**config.mk**
```make
export PLATFORM = sky130hd
export DESIGN_NAME = bignum_short_division_flat
export DESIGN_NICKNAME = d
export VERILOG_FILES = /design/src/rtl/bsd_pkg.sv /design/src/rtl/bsd_if.sv /design/src/rtl/bsd_div_unit.sv /design/src/rtl/bignum_short_division.sv /design/src/flat_wrapper.sv
export VERILOG_INCLUDE_DIRS = /design/src /design/src/rtl
export SDC_FILE = /design/constraint.sdc
export NUM_CORES = 1
export LEC_CHECK = 0
export ABC_CLOCK_PERIOD_IN_PS = 3800
export BUFFER_PORTS_ARGS = -buffer_cell sky130_fd_sc_hd__buf_2
export CAP_MARGIN = 25
export CORE_UTILIZATION = 40
export CTS_BUF_LIST = sky130_fd_sc_hd__clkbuf_16
export DETAILED_ROUTE_END_ITERATION = 10
export HOLD_SLACK_MARGIN = 0.06
export PLACE_DENSITY_LB_ADDON = 0.08
export SYNTH_ARGS = -nofsm -noshare
export SYNTH_HDL_FRONTEND = slang
export SYNTH_HIERARCHICAL = 1
export SYNTH_SLANG_ARGS = --single-unit
```
**constraint.sdc**
```tcl
create_clock -name i_clk -period 3.8 [get_ports i_clk]
set_input_delay 0 -clock i_clk [delete_from_list [all_inputs] [get_ports i_clk]]
set_output_delay 0 -clock i_clk [all_outputs]
set_load 0.01 [all_outputs]
```
**src/rtl/bignum_short_division_assert.svh**
```systemverilog
`ifndef BIGNUM_SHORT_DIVISION_ASSERT_SVH
`define BIGNUM_SHORT_DIVISION_ASSERT_SVH

// same-cycle implication, sampled on i_clk, off during reset
`define BSD_ASSERT_NOW(label, ante, cons) \
    label: assert property (@(posedge i_clk) disable iff (!i_rst_n) (ante) |-> (cons)) \
        else $error("bignum_short_division: assertion failed");

// next-cycle implication, sampled on i_clk, off during reset
`define BSD_ASSERT_NEXT(label, ante, cons) \
    label: assert property (@(posedge i_clk) disable iff (!i_rst_n) (ante) |=> (cons)) \
        else $error("bignum_short_division: assertion failed");

`endif

```
**src/rtl/bsd_pkg.sv**
```systemverilog
package bsd_pkg;

    localparam int DIG_W          = 32;
    localparam int TRIM_W         = 7;
    localparam int MAX_DIGITS_DEF = 64;
    localparam int STEP_W         = $clog2(2 * DIG_W + 1);

    localparam logic [DIG_W-1:0] DIVISOR_RST = DIG_W'(1);

    typedef enum logic {
        ST_IDLE,
        ST_DIV
    } t_state;

    typedef struct packed {
        logic busy;
        logic done;
    } t_div_sts;

endpackage

```
**src/rtl/bsd_if.sv**
```systemverilog
interface bsd_in_if;
    import bsd_pkg::*;
    logic             valid;
    logic             ready;
    logic [DIG_W-1:0] digit;
    logic             last;
    modport source (output valid, output digit, output last, input ready);
    modport sink (input valid, input digit, input last, output ready);
endinterface

interface bsd_res_if;
    import bsd_pkg::*;
    logic              valid;
    logic              ready;
    logic [DIG_W-1:0]  quotient_digit;
    logic              is_leading_zero;
    logic [DIG_W-1:0]  remainder_out;
    logic [TRIM_W-1:0] trimmed_size;
    logic              last_out;
    modport source (output valid, output quotient_digit, output is_leading_zero,
                    output remainder_out, output trimmed_size, output last_out,
                    input ready);
    modport sink (input valid, input quotient_digit, input is_leading_zero,
                  input remainder_out, input trimmed_size, input last_out,
                  output ready);
endinterface

interface bsd_cfg_if;
    import bsd_pkg::*;
    logic             valid;
    logic             ready;
    logic [DIG_W-1:0] data;
    modport source (output valid, output data, input ready);
    modport sink (input valid, input data, output ready);
endinterface

```
**src/rtl/bsd_div_unit.sv**
```systemverilog
module bsd_div_unit (
    input  logic                    i_clk,
    input  logic                    i_rst_n,
    input  logic                    i_start,
    input  logic [bsd_pkg::DIG_W-1:0] i_divisor,
    input  logic [bsd_pkg::DIG_W-1:0] i_carry,
    input  logic [bsd_pkg::DIG_W-1:0] i_digit,
    output bsd_pkg::t_div_sts         o_sts,
    output logic [bsd_pkg::DIG_W-1:0] o_quotient,
    output logic [bsd_pkg::DIG_W-1:0] o_remainder
);
    import bsd_pkg::*;

    logic [2*DIG_W-1:0] r_sr;
    logic [2*DIG_W-1:0] n_sr;
    logic [DIG_W-1:0]   r_prem;
    logic [DIG_W-1:0]   n_prem;
    logic [STEP_W-1:0]  r_cnt;
    logic [STEP_W-1:0]  n_cnt;
    logic               r_busy;
    logic               n_busy;
    logic               r_done;
    logic               n_done;
    logic [DIG_W:0]     w_rem;
    logic [DIG_W:0]     w_diff;
    logic               w_ge;

    // one restoring step: shift in the next dividend bit, trial subtract
    assign w_rem  = {r_prem, r_sr[2*DIG_W-1]};
    assign w_diff = w_rem - {1'b0, i_divisor};
    assign w_ge   = (w_rem >= {1'b0, i_divisor});

    always_comb begin
        n_sr   = r_sr;
        n_prem = r_prem;
        n_cnt  = r_cnt;
        n_busy = r_busy;
        n_done = r_done;
        if (i_start) begin
            if (i_divisor == '0) begin
                n_sr   = {{DIG_W{1'b0}}, {DIG_W{1'b1}}};
                n_prem = i_digit;
                n_cnt  = '0;
                n_busy = 1'b0;
                n_done = 1'b1;
            end else if (i_carry < i_divisor) begin
                n_sr   = {i_digit, {DIG_W{1'b0}}};
                n_prem = i_carry;
                n_cnt  = STEP_W'(DIG_W);
                n_busy = 1'b1;
                n_done = 1'b0;
            end else begin
                // carry not reduced: run all 64 bits, high quotient bits drop out
                n_sr   = {i_carry, i_digit};
                n_prem = '0;
                n_cnt  = STEP_W'(2 * DIG_W);
                n_busy = 1'b1;
                n_done = 1'b0;
            end
        end else if (r_busy) begin
            n_sr   = {r_sr[2*DIG_W-2:0], w_ge};
            n_prem = w_ge ? w_diff[DIG_W-1:0] : w_rem[DIG_W-1:0];
            n_cnt  = r_cnt - STEP_W'(1);
            if (r_cnt == STEP_W'(1)) begin
                n_busy = 1'b0;
                n_done = 1'b1;
            end
        end
    end

    always_ff @(posedge i_clk) begin
        if (!i_rst_n) begin
            r_cnt  <= '0;
            r_busy <= 1'b0;
            r_done <= 1'b0;
        end else begin
            r_cnt  <= n_cnt;
            r_busy <= n_busy;
            r_done <= n_done;
        end
    end

    always_ff @(posedge i_clk) begin
        r_sr   <= n_sr;
        r_prem <= n_prem;
    end

    assign o_sts.busy  = r_busy;
    assign o_sts.done  = r_done;
    assign o_quotient  = r_sr[DIG_W-1:0];
    assign o_remainder = r_prem;

endmodule

```
**src/rtl/bignum_short_division.sv**
```systemverilog
// Each digit runs through a restoring divider, one quotient bit a cycle: the carried
// remainder and digit load when the digit is taken, then it steps through the digit's
// bits (carry and digit together if the carry is not below the divisor, none for a
// zero divisor); the next digit is taken in the cycle its result is registered.
// Reset (synchronous, active low): divisor returns to 1, carried remainder,
// leading-zero tracking and digit count clear, output and divider go idle.
module bignum_short_division #(
    parameter int MAX_DIGITS = bsd_pkg::MAX_DIGITS_DEF
) (
    input  logic      i_clk,
    input  logic      i_rst_n,
    bsd_in_if.sink    i_in,
    bsd_cfg_if.sink   i_cfg,
    bsd_res_if.source o_res
);
    import bsd_pkg::*;

    localparam int CNT_W = $clog2(MAX_DIGITS + 1);

    t_state            r_state;
    t_state            n_state;
    logic [DIG_W-1:0]  r_divisor;
    logic [DIG_W-1:0]  r_carry;
    logic [DIG_W-1:0]  n_carry;
    logic              r_seen;
    logic              n_seen;
    logic [CNT_W-1:0]  r_sig_cnt;
    logic [CNT_W-1:0]  n_sig_cnt;
    logic              r_last;
    logic              n_last;
    logic              r_out_valid;
    logic              n_out_valid;
    logic [DIG_W-1:0]  r_q;
    logic [DIG_W-1:0]  n_q;
    logic              r_lead;
    logic              n_lead;
    logic [DIG_W-1:0]  r_rem_out;
    logic [DIG_W-1:0]  n_rem_out;
    logic [TRIM_W-1:0] r_trim;
    logic [TRIM_W-1:0] n_trim;
    logic              r_last_out;
    logic              n_last_out;
    logic              w_in_ready;
    logic              w_in_acc;
    logic              w_load;
    logic              w_seen;
    logic [CNT_W-1:0]  w_cnt;
    t_div_sts          w_sts;
    logic [DIG_W-1:0]  w_quot;
    logic [DIG_W-1:0]  w_rem;

    assign w_in_ready  = (r_state == ST_IDLE) ||
                         ((r_state == ST_DIV) && w_sts.done && (!r_out_valid || o_res.ready));
    assign w_in_acc    = i_in.valid && w_in_ready;
    assign i_in.ready  = w_in_ready;
    assign i_cfg.ready = 1'b1;

    assign w_seen = r_seen || (w_quot != '0);
    assign w_cnt  = (w_seen && (r_sig_cnt < CNT_W'(MAX_DIGITS))) ?
                    r_sig_cnt + CNT_W'(1) : r_sig_cnt;

    always_comb begin
        n_state     = r_state;
        n_carry     = r_carry;
        n_seen      = r_seen;
        n_sig_cnt   = r_sig_cnt;
        n_last      = r_last;
        n_out_valid = r_out_valid && !o_res.ready;
        n_q         = r_q;
        n_lead      = r_lead;
        n_rem_out   = r_rem_out;
        n_trim      = r_trim;
        n_last_out  = r_last_out;
        w_load      = 1'b0;
        case (r_state)
            ST_IDLE: begin
                if (w_in_acc) begin
                    n_last  = i_in.last;
                    n_state = ST_DIV;
                end
            end
            ST_DIV: begin
                if (w_sts.done && (!r_out_valid || o_res.ready)) begin
                    w_load      = 1'b1;
                    n_out_valid = 1'b1;
                    n_q         = w_quot;
                    n_lead      = !w_seen;
                    n_rem_out   = r_last ? w_rem : '0;
                    n_trim      = r_last ? TRIM_W'(w_cnt) : '0;
                    n_last_out  = r_last;
                    if (r_last) begin
                        n_carry   = '0;
                        n_seen    = 1'b0;
                        n_sig_cnt = '0;
                    end else begin
                        n_carry   = w_rem;
                        n_seen    = w_seen;
                        n_sig_cnt = w_cnt;
                    end
                    if (w_in_acc) begin
                        n_last  = i_in.last;
                        n_state = ST_DIV;
                    end else begin
                        n_state = ST_IDLE;
                    end
                end
            end
            default: begin
                n_state = ST_IDLE;
            end
        endcase
    end

    bsd_div_unit u_div (
        .i_clk       (i_clk),
        .i_rst_n     (i_rst_n),
        .i_start     (w_in_acc),
        .i_divisor   (r_divisor),
        .i_carry     (n_carry),
        .i_digit     (i_in.digit),
        .o_sts       (w_sts),
        .o_quotient  (w_quot),
        .o_remainder (w_rem)
    );

    always_ff @(posedge i_clk) begin
        if (!i_rst_n) begin
            r_state     <= ST_IDLE;
            r_divisor   <= DIVISOR_RST;
            r_carry     <= '0;
            r_seen      <= 1'b0;
            r_sig_cnt   <= '0;
            r_out_valid <= 1'b0;
        end else begin
            r_state     <= n_state;
            r_carry     <= n_carry;
            r_seen      <= n_seen;
            r_sig_cnt   <= n_sig_cnt;
            r_out_valid <= n_out_valid;
            if (i_cfg.valid && i_cfg.ready) begin
                r_divisor <= i_cfg.data;
            end
        end
    end

    always_ff @(posedge i_clk) begin
        r_last     <= n_last;
        r_q        <= n_q;
        r_lead     <= n_lead;
        r_rem_out  <= n_rem_out;
        r_trim     <= n_trim;
        r_last_out <= n_last_out;
    end

    assign o_res.valid           = r_out_valid;
    assign o_res.quotient_digit  = r_q;
    assign o_res.is_leading_zero = r_lead;
    assign o_res.remainder_out   = r_rem_out;
    assign o_res.trimmed_size    = r_trim;
    assign o_res.last_out        = r_last_out;

`include "bignum_short_division_assert.svh"

    `BSD_ASSERT_NEXT(a_acc_starts_div, w_in_acc, r_state == ST_DIV && w_sts.busy || w_sts.done)
    `BSD_ASSERT_NEXT(a_carry_reduced, w_load && !r_last && r_divisor != '0, r_carry < $past(r_divisor))
    `BSD_ASSERT_NOW(a_cnt_bounded, 1'b1, r_sig_cnt <= CNT_W'(MAX_DIGITS))
    `BSD_ASSERT_NOW(a_tail_only_on_last, r_out_valid && !r_last_out, r_rem_out == '0 && r_trim == '0)

endmodule
```
**src/flat_wrapper.sv**
```systemverilog
// flat-port wrapper written by rule: the top's interface ports become plain ports
module bignum_short_division_flat import bsd_pkg::*;
#(
    parameter int MAX_DIGITS = bsd_pkg::MAX_DIGITS_DEF
)
  (i_clk, i_rst_n, i_in_valid, i_in_digit, i_in_last, i_in_ready, i_cfg_valid, i_cfg_data, i_cfg_ready, o_res_valid, o_res_quotient_digit, o_res_is_leading_zero, o_res_remainder_out, o_res_trimmed_size, o_res_last_out, o_res_ready);
  bsd_in_if i_in_i ();
  bsd_cfg_if i_cfg_i ();
  bsd_res_if o_res_i ();
  input  logic i_clk;
  input  logic i_rst_n;
  input wire logic [$bits(i_in_i.valid)-1:0] i_in_valid;
  input wire logic [$bits(i_in_i.digit)-1:0] i_in_digit;
  input wire logic [$bits(i_in_i.last)-1:0] i_in_last;
  output wire logic [$bits(i_in_i.ready)-1:0] i_in_ready;
  input wire logic [$bits(i_cfg_i.valid)-1:0] i_cfg_valid;
  input wire logic [$bits(i_cfg_i.data)-1:0] i_cfg_data;
  output wire logic [$bits(i_cfg_i.ready)-1:0] i_cfg_ready;
  output wire logic [$bits(o_res_i.valid)-1:0] o_res_valid;
  output wire logic [$bits(o_res_i.quotient_digit)-1:0] o_res_quotient_digit;
  output wire logic [$bits(o_res_i.is_leading_zero)-1:0] o_res_is_leading_zero;
  output wire logic [$bits(o_res_i.remainder_out)-1:0] o_res_remainder_out;
  output wire logic [$bits(o_res_i.trimmed_size)-1:0] o_res_trimmed_size;
  output wire logic [$bits(o_res_i.last_out)-1:0] o_res_last_out;
  input wire logic [$bits(o_res_i.ready)-1:0] o_res_ready;
  assign i_in_i.valid = i_in_valid;
  assign i_in_i.digit = i_in_digit;
  assign i_in_i.last = i_in_last;
  assign i_in_ready = i_in_i.ready;
  assign i_cfg_i.valid = i_cfg_valid;
  assign i_cfg_i.data = i_cfg_data;
  assign i_cfg_ready = i_cfg_i.ready;
  assign o_res_valid = o_res_i.valid;
  assign o_res_quotient_digit = o_res_i.quotient_digit;
  assign o_res_is_leading_zero = o_res_i.is_leading_zero;
  assign o_res_remainder_out = o_res_i.remainder_out;
  assign o_res_trimmed_size = o_res_i.trimmed_size;
  assign o_res_last_out = o_res_i.last_out;
  assign o_res_i.ready = o_res_ready;
  bignum_short_division #(.MAX_DIGITS(MAX_DIGITS)) u_core (.i_clk(i_clk), .i_rst_n(i_rst_n), .i_in(i_in_i), .i_cfg(i_cfg_i), .o_res(o_res_i));
endmodule
```
==> impl_metrics.json, run 1 <==
{
  "clock.fmax_mhz": 281.7,
  "antennaDiodeCount": 0,
  "nets": 1788,
  "via_per_inst": 5.385,
  "drtIter0Drc": 825,
  "startpoint_type": "flip-flop",
  "status": "finished, final reports clean",
  "switching_share": 0.3355,
  "p_comb_frac": 0.315,
  "die_area_um2": 35400,
  "worst_pin_slew_ns": 0.9917,
  "postPlaceCellArea_um2": 15210,
  "numCtsBuffers": 29,
  "design_area_um2": 16840,
  "drv_slew": 0,
  "slew_headroom": 0.3319,
  "grt_pass1_vias": 11360,
  "core_area_um2": 33780,
  "setup_ws_ns": 0.2502,
  "track_usage": 0.2256,
  "hpwl_um": 29300,
  "rows": 67,
  "hold_viol": 0,
  "cp.required_ns": 4.08,
  "cts.sinks": 253,
  "antenna_found_initial": 0,
  "r2r_setup_slack_ns": 0.25,
  "fin_skew_ns": 0.01152,
  "finalSetupViolations": 0,
  "internal_power_mw": 5.856,
  "num-fill-cells": 3239,
  "rsz0062_at_grt": "no",
  "p_clk_frac": 0.281,
  "ios": 146,
  "die_w_um": 188.1,
  "ir_worst_vdd_uv": 327.0,
  "multi_input_area_um2": 6347,
  "final_common_cell": "nand2_1",
  "drive_gt1_frac": 0.1787,
  "cap_violations": 0,
  "crit_type": "flip-flop to flip-flop",
  "final_util": 0.4986,
  "cts_tree": "built",
  "die_y_um": 188.1,
  "syn-num-nets": 1577,
  "layout_common_cells": "nand2_1, edfxtp_1, a21oi_1",
  "switchingPower_mw": 2.956,
  "pwr-share-seq": 0.404,
  "root_buffer": "clkbuf_16",
  "clk_path_buf_depth": 3,
  "overflow": 0,
  "io_buffers": 144,
  "syn2layout_area_growth_pct": 21.53,
  "post-route-min-period_ns": 3.550,
  "syn_area_um2": 13860,
  "drc": 0,
  "yosys_warnings": 6,
  "syn_inst": 1440,
  "period_share": 0.9342,
  "p_leak_nw": 6.603,
  "p_per_area_nw_per_um2": 523.2,
  "end_kind": "flip-flop",
  "initial_core_util": 0.4102,
  "routabilityCongestion": 0.9257,
  "clkLatencyLatePin_ns": 0.55,
  "grt_pass1_wl_um": 62410,
  "clkTransAtPathRegs_ns": 0.06,
  "vias": 11420,
  "first_pass_iters": 5,
  "syn_avg_cell_area_um2": 9.625,
  "dp_slack_ns": 0.09421,
  "cp_max_fo": 14,
  "seq_area_um2": 6766,
  "wl_per_cell_um": 19.07,
  "hold_class": "input port to flip-flop",
  "drt_wl_total_um": 40440,
  "cts_max_level": 1,
  "grt_max_degree": 114,
  "crit_arrival_ns": 3.83,
  "drtAntennaViolNets": 0
}
## timing repair
| item | CTS | global route |
|---|---|---|
| hold endpoints to repair | 170 | 0 |
| hold buffers | 70 | 0 |
| setup buffers | 0 | 3 |
| endpoints found under the setup margin | 0 | 97 |
| gates resized for setup | 0 | 11 |
## through the flow
stage               std cells  total power [mW]  TNS (ns)  hold WS [ns]
global route             2121             9.308         0        0.2085
CTS                      2117             8.853         0        0.1762
finish                   2121             8.812         0        0.1961
detailed placement       1994             6.295         0        0.2048
global placement         1993             6.291    -3.844        0.2080
floorplan                1440             5.523         0       0.09887
## area by class of cell
cell class	instances	share of cell area
Tap cell	448	0.03328
Sequential cell	253	0.4017
Clock inverter	24	0.006388
Clock buffer	29	0.04308
Timing Repair Buffer	299	0.1283
Inverter	46	0.01040
Multi-Input combinational cell	1022	0.3768
## critical path, cell delays in order, from the launching register on
cell and delay [ns]:
dfxtp_1 0.31, nand2b_1 0.12, nand3_2 0.21, o21ai_0 0.31, ha_1 0.31, a21oi_1 0.12, o21ai_0 0.16, a2111oi_0 0.38
o31ai_1 0.22, a211o_1 0.40, and2_4 0.25, buf_4 0.20, a21oi_1 0.19, a21oi_1 0.09
## power by group through the flow
stage	clock network (mW)	registers, mW	logic, mW
finish	2.47	3.56	2.78
global route	2.65	3.59	3.06
CTS	2.54	3.57	2.75
detailed placement	0	3.62	2.67
global placement	0	3.62	2.67
floorplan	0	3.52	2.00
## metal layers
metal / vias to the layer above / global-route usage / routed length, µm
li1: 5623 / - / -
met5: - / 0 / 0
met2: 212 / 0.4085 / 20510
met4: 0 / 0.06004 / 1069
met3: 60 / 0.02602 / 1346
met1: 5526 / 0.2820 / 17520
## registers in the layout, summed over array words and instances (netlist names)
| register | cells |
|---|---|
| u_core/r_divisor | 32 |
| u_core/o_res.trimmed_size | 7 |
| u_core/r_state | 1 |
| u_core/u_div/r_busy | 1 |
| u_core/u_div/o_remainder | 32 |
| u_core/o_res.valid | 1 |
| u_core/r_sig_cnt | 7 |
| u_core/u_div/r_sr | 64 |
| u_core/o_res.remainder_out | 32 |
| u_core/r_last | 1 |
| u_core/r_carry | 32 |
| u_core/u_div/r_done | 1 |
| u_core/o_res.last_out | 1 |
| u_core/o_res.is_leading_zero | 1 |
| u_core/r_seen | 1 |
| u_core/o_res.quotient_digit | 32 |
| u_core/u_div/r_cnt | 7 |
## path summary, 6_finish.rpt
path / from / endpoint / cells after the start
hold reg to reg: u_core/u_div/r_sr[21] / u_core/o_res.quotient_digit[21] / 0
setup reg to reg: u_core/o_res.valid / u_core/u_div/r_sr[24] / 13
setup / recovery: u_core/o_res.valid / u_core/u_div/r_sr[24] / 13
hold / removal: i_cfg_valid / u_core/r_divisor[1] / 3
No activity file was read; power rests on OpenSTA's default activity.
==> run 2: changes to the inputs <==
--- a/config.mk
+++ b/config.mk
@@ -6,7 +6,7 @@
 export SDC_FILE = /design/constraint.sdc
 export NUM_CORES = 1
 export LEC_CHECK = 0
-export ABC_CLOCK_PERIOD_IN_PS = 3800
+export ABC_CLOCK_PERIOD_IN_PS = 4350
 export BUFFER_PORTS_ARGS = -buffer_cell sky130_fd_sc_hd__buf_2
 export CAP_MARGIN = 25
 export CORE_UTILIZATION = 40
==> constraint.sdc (replaced) <==
create_clock -name i_clk -period 4.35 [get_ports i_clk]
set_input_delay 0 -clock i_clk [delete_from_list [all_inputs] [get_ports i_clk]]
set_output_delay 0 -clock i_clk [all_outputs]
set_load 0.01 [all_outputs]
==> impl_metrics.json, run 2 (synthesized netlist as in run 1, its figures left out) <==
{
  "status": "finished, final reports clean",
  "drive_gt1_frac": 0.1645,
  "clk_path_buf_depth": 3,
  "final_common_cell": "nand2_1",
  "crit_arrival_ns": 4.31,
  "startpoint_type": "flip-flop",
  "via_per_inst": 5.401,
  "die_area_um2": 35400,
  "cts_setup_buffers": 0,
  "nets": 1760,
  "initial_core_util": 0.4102,
  "cts.sinks": 253,
  "slew_headroom": 0.3261,
  "grt_pass1_vias": 11200,
  "clock.fmax_mhz": 255.0,
  "end_kind": "flip-flop",
  "drtAntennaViolNets": 0,
  "vias": 11320,
  "drtIter0Drc": 685,
  "cp.required_ns": 4.74,
  "design_area_um2": 16700,
  "wl_per_cell_um": 19.26,
  "grt_max_degree": 60,
  "hold_class": "input port to flip-flop",
  "hpwl_um": 29130,
  "fin_skew_ns": 0.01147,
  "layout_common_cells": "nand2_1, edfxtp_1, a21oi_1",
  "hold_viol": 0,
  "worst_pin_slew_ns": 1.000,
  "hold_slack_ns": 0.1742,
  "track_usage": 0.2257,
  "cts_max_level": 1,
  "postPlaceCellArea_um2": 15030,
  "rows": 67,
  "num-fill-cells": 3248,
  "ios": 146,
  "drc": 0,
  "ir_worst_vdd_uv": 305.7,
  "core_area_um2": 33780,
  "first_pass_iters": 5,
  "rsz0062_at_grt": "no",
  "clkLatencyLatePin_ns": 0.56,
  "cts_tree": "built",
  "drv_slew": 0,
  "fin_setup_tns_ns": 0,
  "die_y_um": 188.1,
  "post-route-min-period_ns": 3.922,
  "root_buffer": "clkbuf_16",
  "cap_violations": 0,
  "io_buffers": 144,
  "drt_wl_total_um": 40350,
  "p_per_area_nw_per_um2": 471.1,
  "grt_pass1_wl_um": 62520,
  "period_share": 0.9015,
  "largest_reg_flops": 64,
  "die_w_um": 188.1,
  "syn2layout_area_growth_pct": 20.50,
  "antenna_found_initial": 0,
  "regMostFlops": "u_core/u_div/r_sr",
  "cp_max_fo": 33,
  "overflow": 0,
  "clkTransAtPathRegs_ns": 0.06,
  "antennaDiodeCount": 0,
  "numCtsBuffers": 30,
  "p_leak_nw": 6.488,
  "finalSetupViolations": 0,
  "crit_type": "flip-flop to flip-flop",
  "routabilityCongestion": 0.9055
}
## run 2: cell type report
type	count	area [µm²]	area share
timing repair buffer	270	1904	0.1140
sequential	253	6766	0.4052
clock buffer	33	825.8	0.04945
tap	448	560.5	0.03356
multi-input combinational	1022	6341	0.3797
clock inverter	23	127.6	0.007642
inverter	46	175.2	0.01049
## run 2: final timing paths
path | start | slack [ns] | endpoint | cells past startpoint
worst max-delay path | u_core/r_last | 0.43 | u_core/u_div/r_sr[30] | 13
worst min-delay path | i_cfg_valid | 0.17 | u_core/r_divisor[9] | 3
worst max register to register | u_core/r_last | 0.43 | u_core/u_div/r_sr[30] | 13
worst min register to register | u_core/u_div/r_sr[23] | 0.48 | u_core/o_res.quotient_digit[23] | 0
## run 2: per-stage QoR
stage	std cells	setup WS, ns	total power [mW]	util
global route	2095	0.1545	8.296	0.4944
floorplan	1440	0.6345	4.825	-
global placement	1969	0.2822	5.425	0.4449
CTS	2095	0.1669	7.912	0.4939
detailed placement	1969	0.1628	5.440	0.4449
finish	2095	0.4284	7.867	0.4944
## run 2: routing by layer
metal  GRT usage  vias up  wire length, µm
li1            -     5564                -
met4     0.07724        0             1301
met3     0.02358       76             1444
met5           0        -                0
met1      0.2820     5422            17240
met2      0.4026      254            20360
## run 2: power breakdown
group	internal [mW]	switching [mW]	total, mW
Clock	1.41	0.998	2.41
Combinational	0.949	1.36	2.31
Sequential	2.91	0.247	3.16
## run 2: critical path, cell delays in order, from the launching register on
cell and delay, ns:
edfxtp_1 0.35, clkinv_1 0.34, buf_12 0.31, nand2_1 0.09, o21ai_0 0.11, ha_1 0.32, nand4_1 0.11, nor3_1 0.31
nor4b_1 0.47, a211o_1 0.29, and2_2 0.43, buf_4 0.28, a21oi_1 0.09, a21oi_1 0.22
## run 2: timing repair
| item | in CTS | in global routing |
|---|---|---|
| setup endpoints to repair | 0 | 17 |
| hold buffers | 70 | 0 |
| gates resized for setup | 0 | 2 |
| hold endpoints to repair | 170 | 0 |
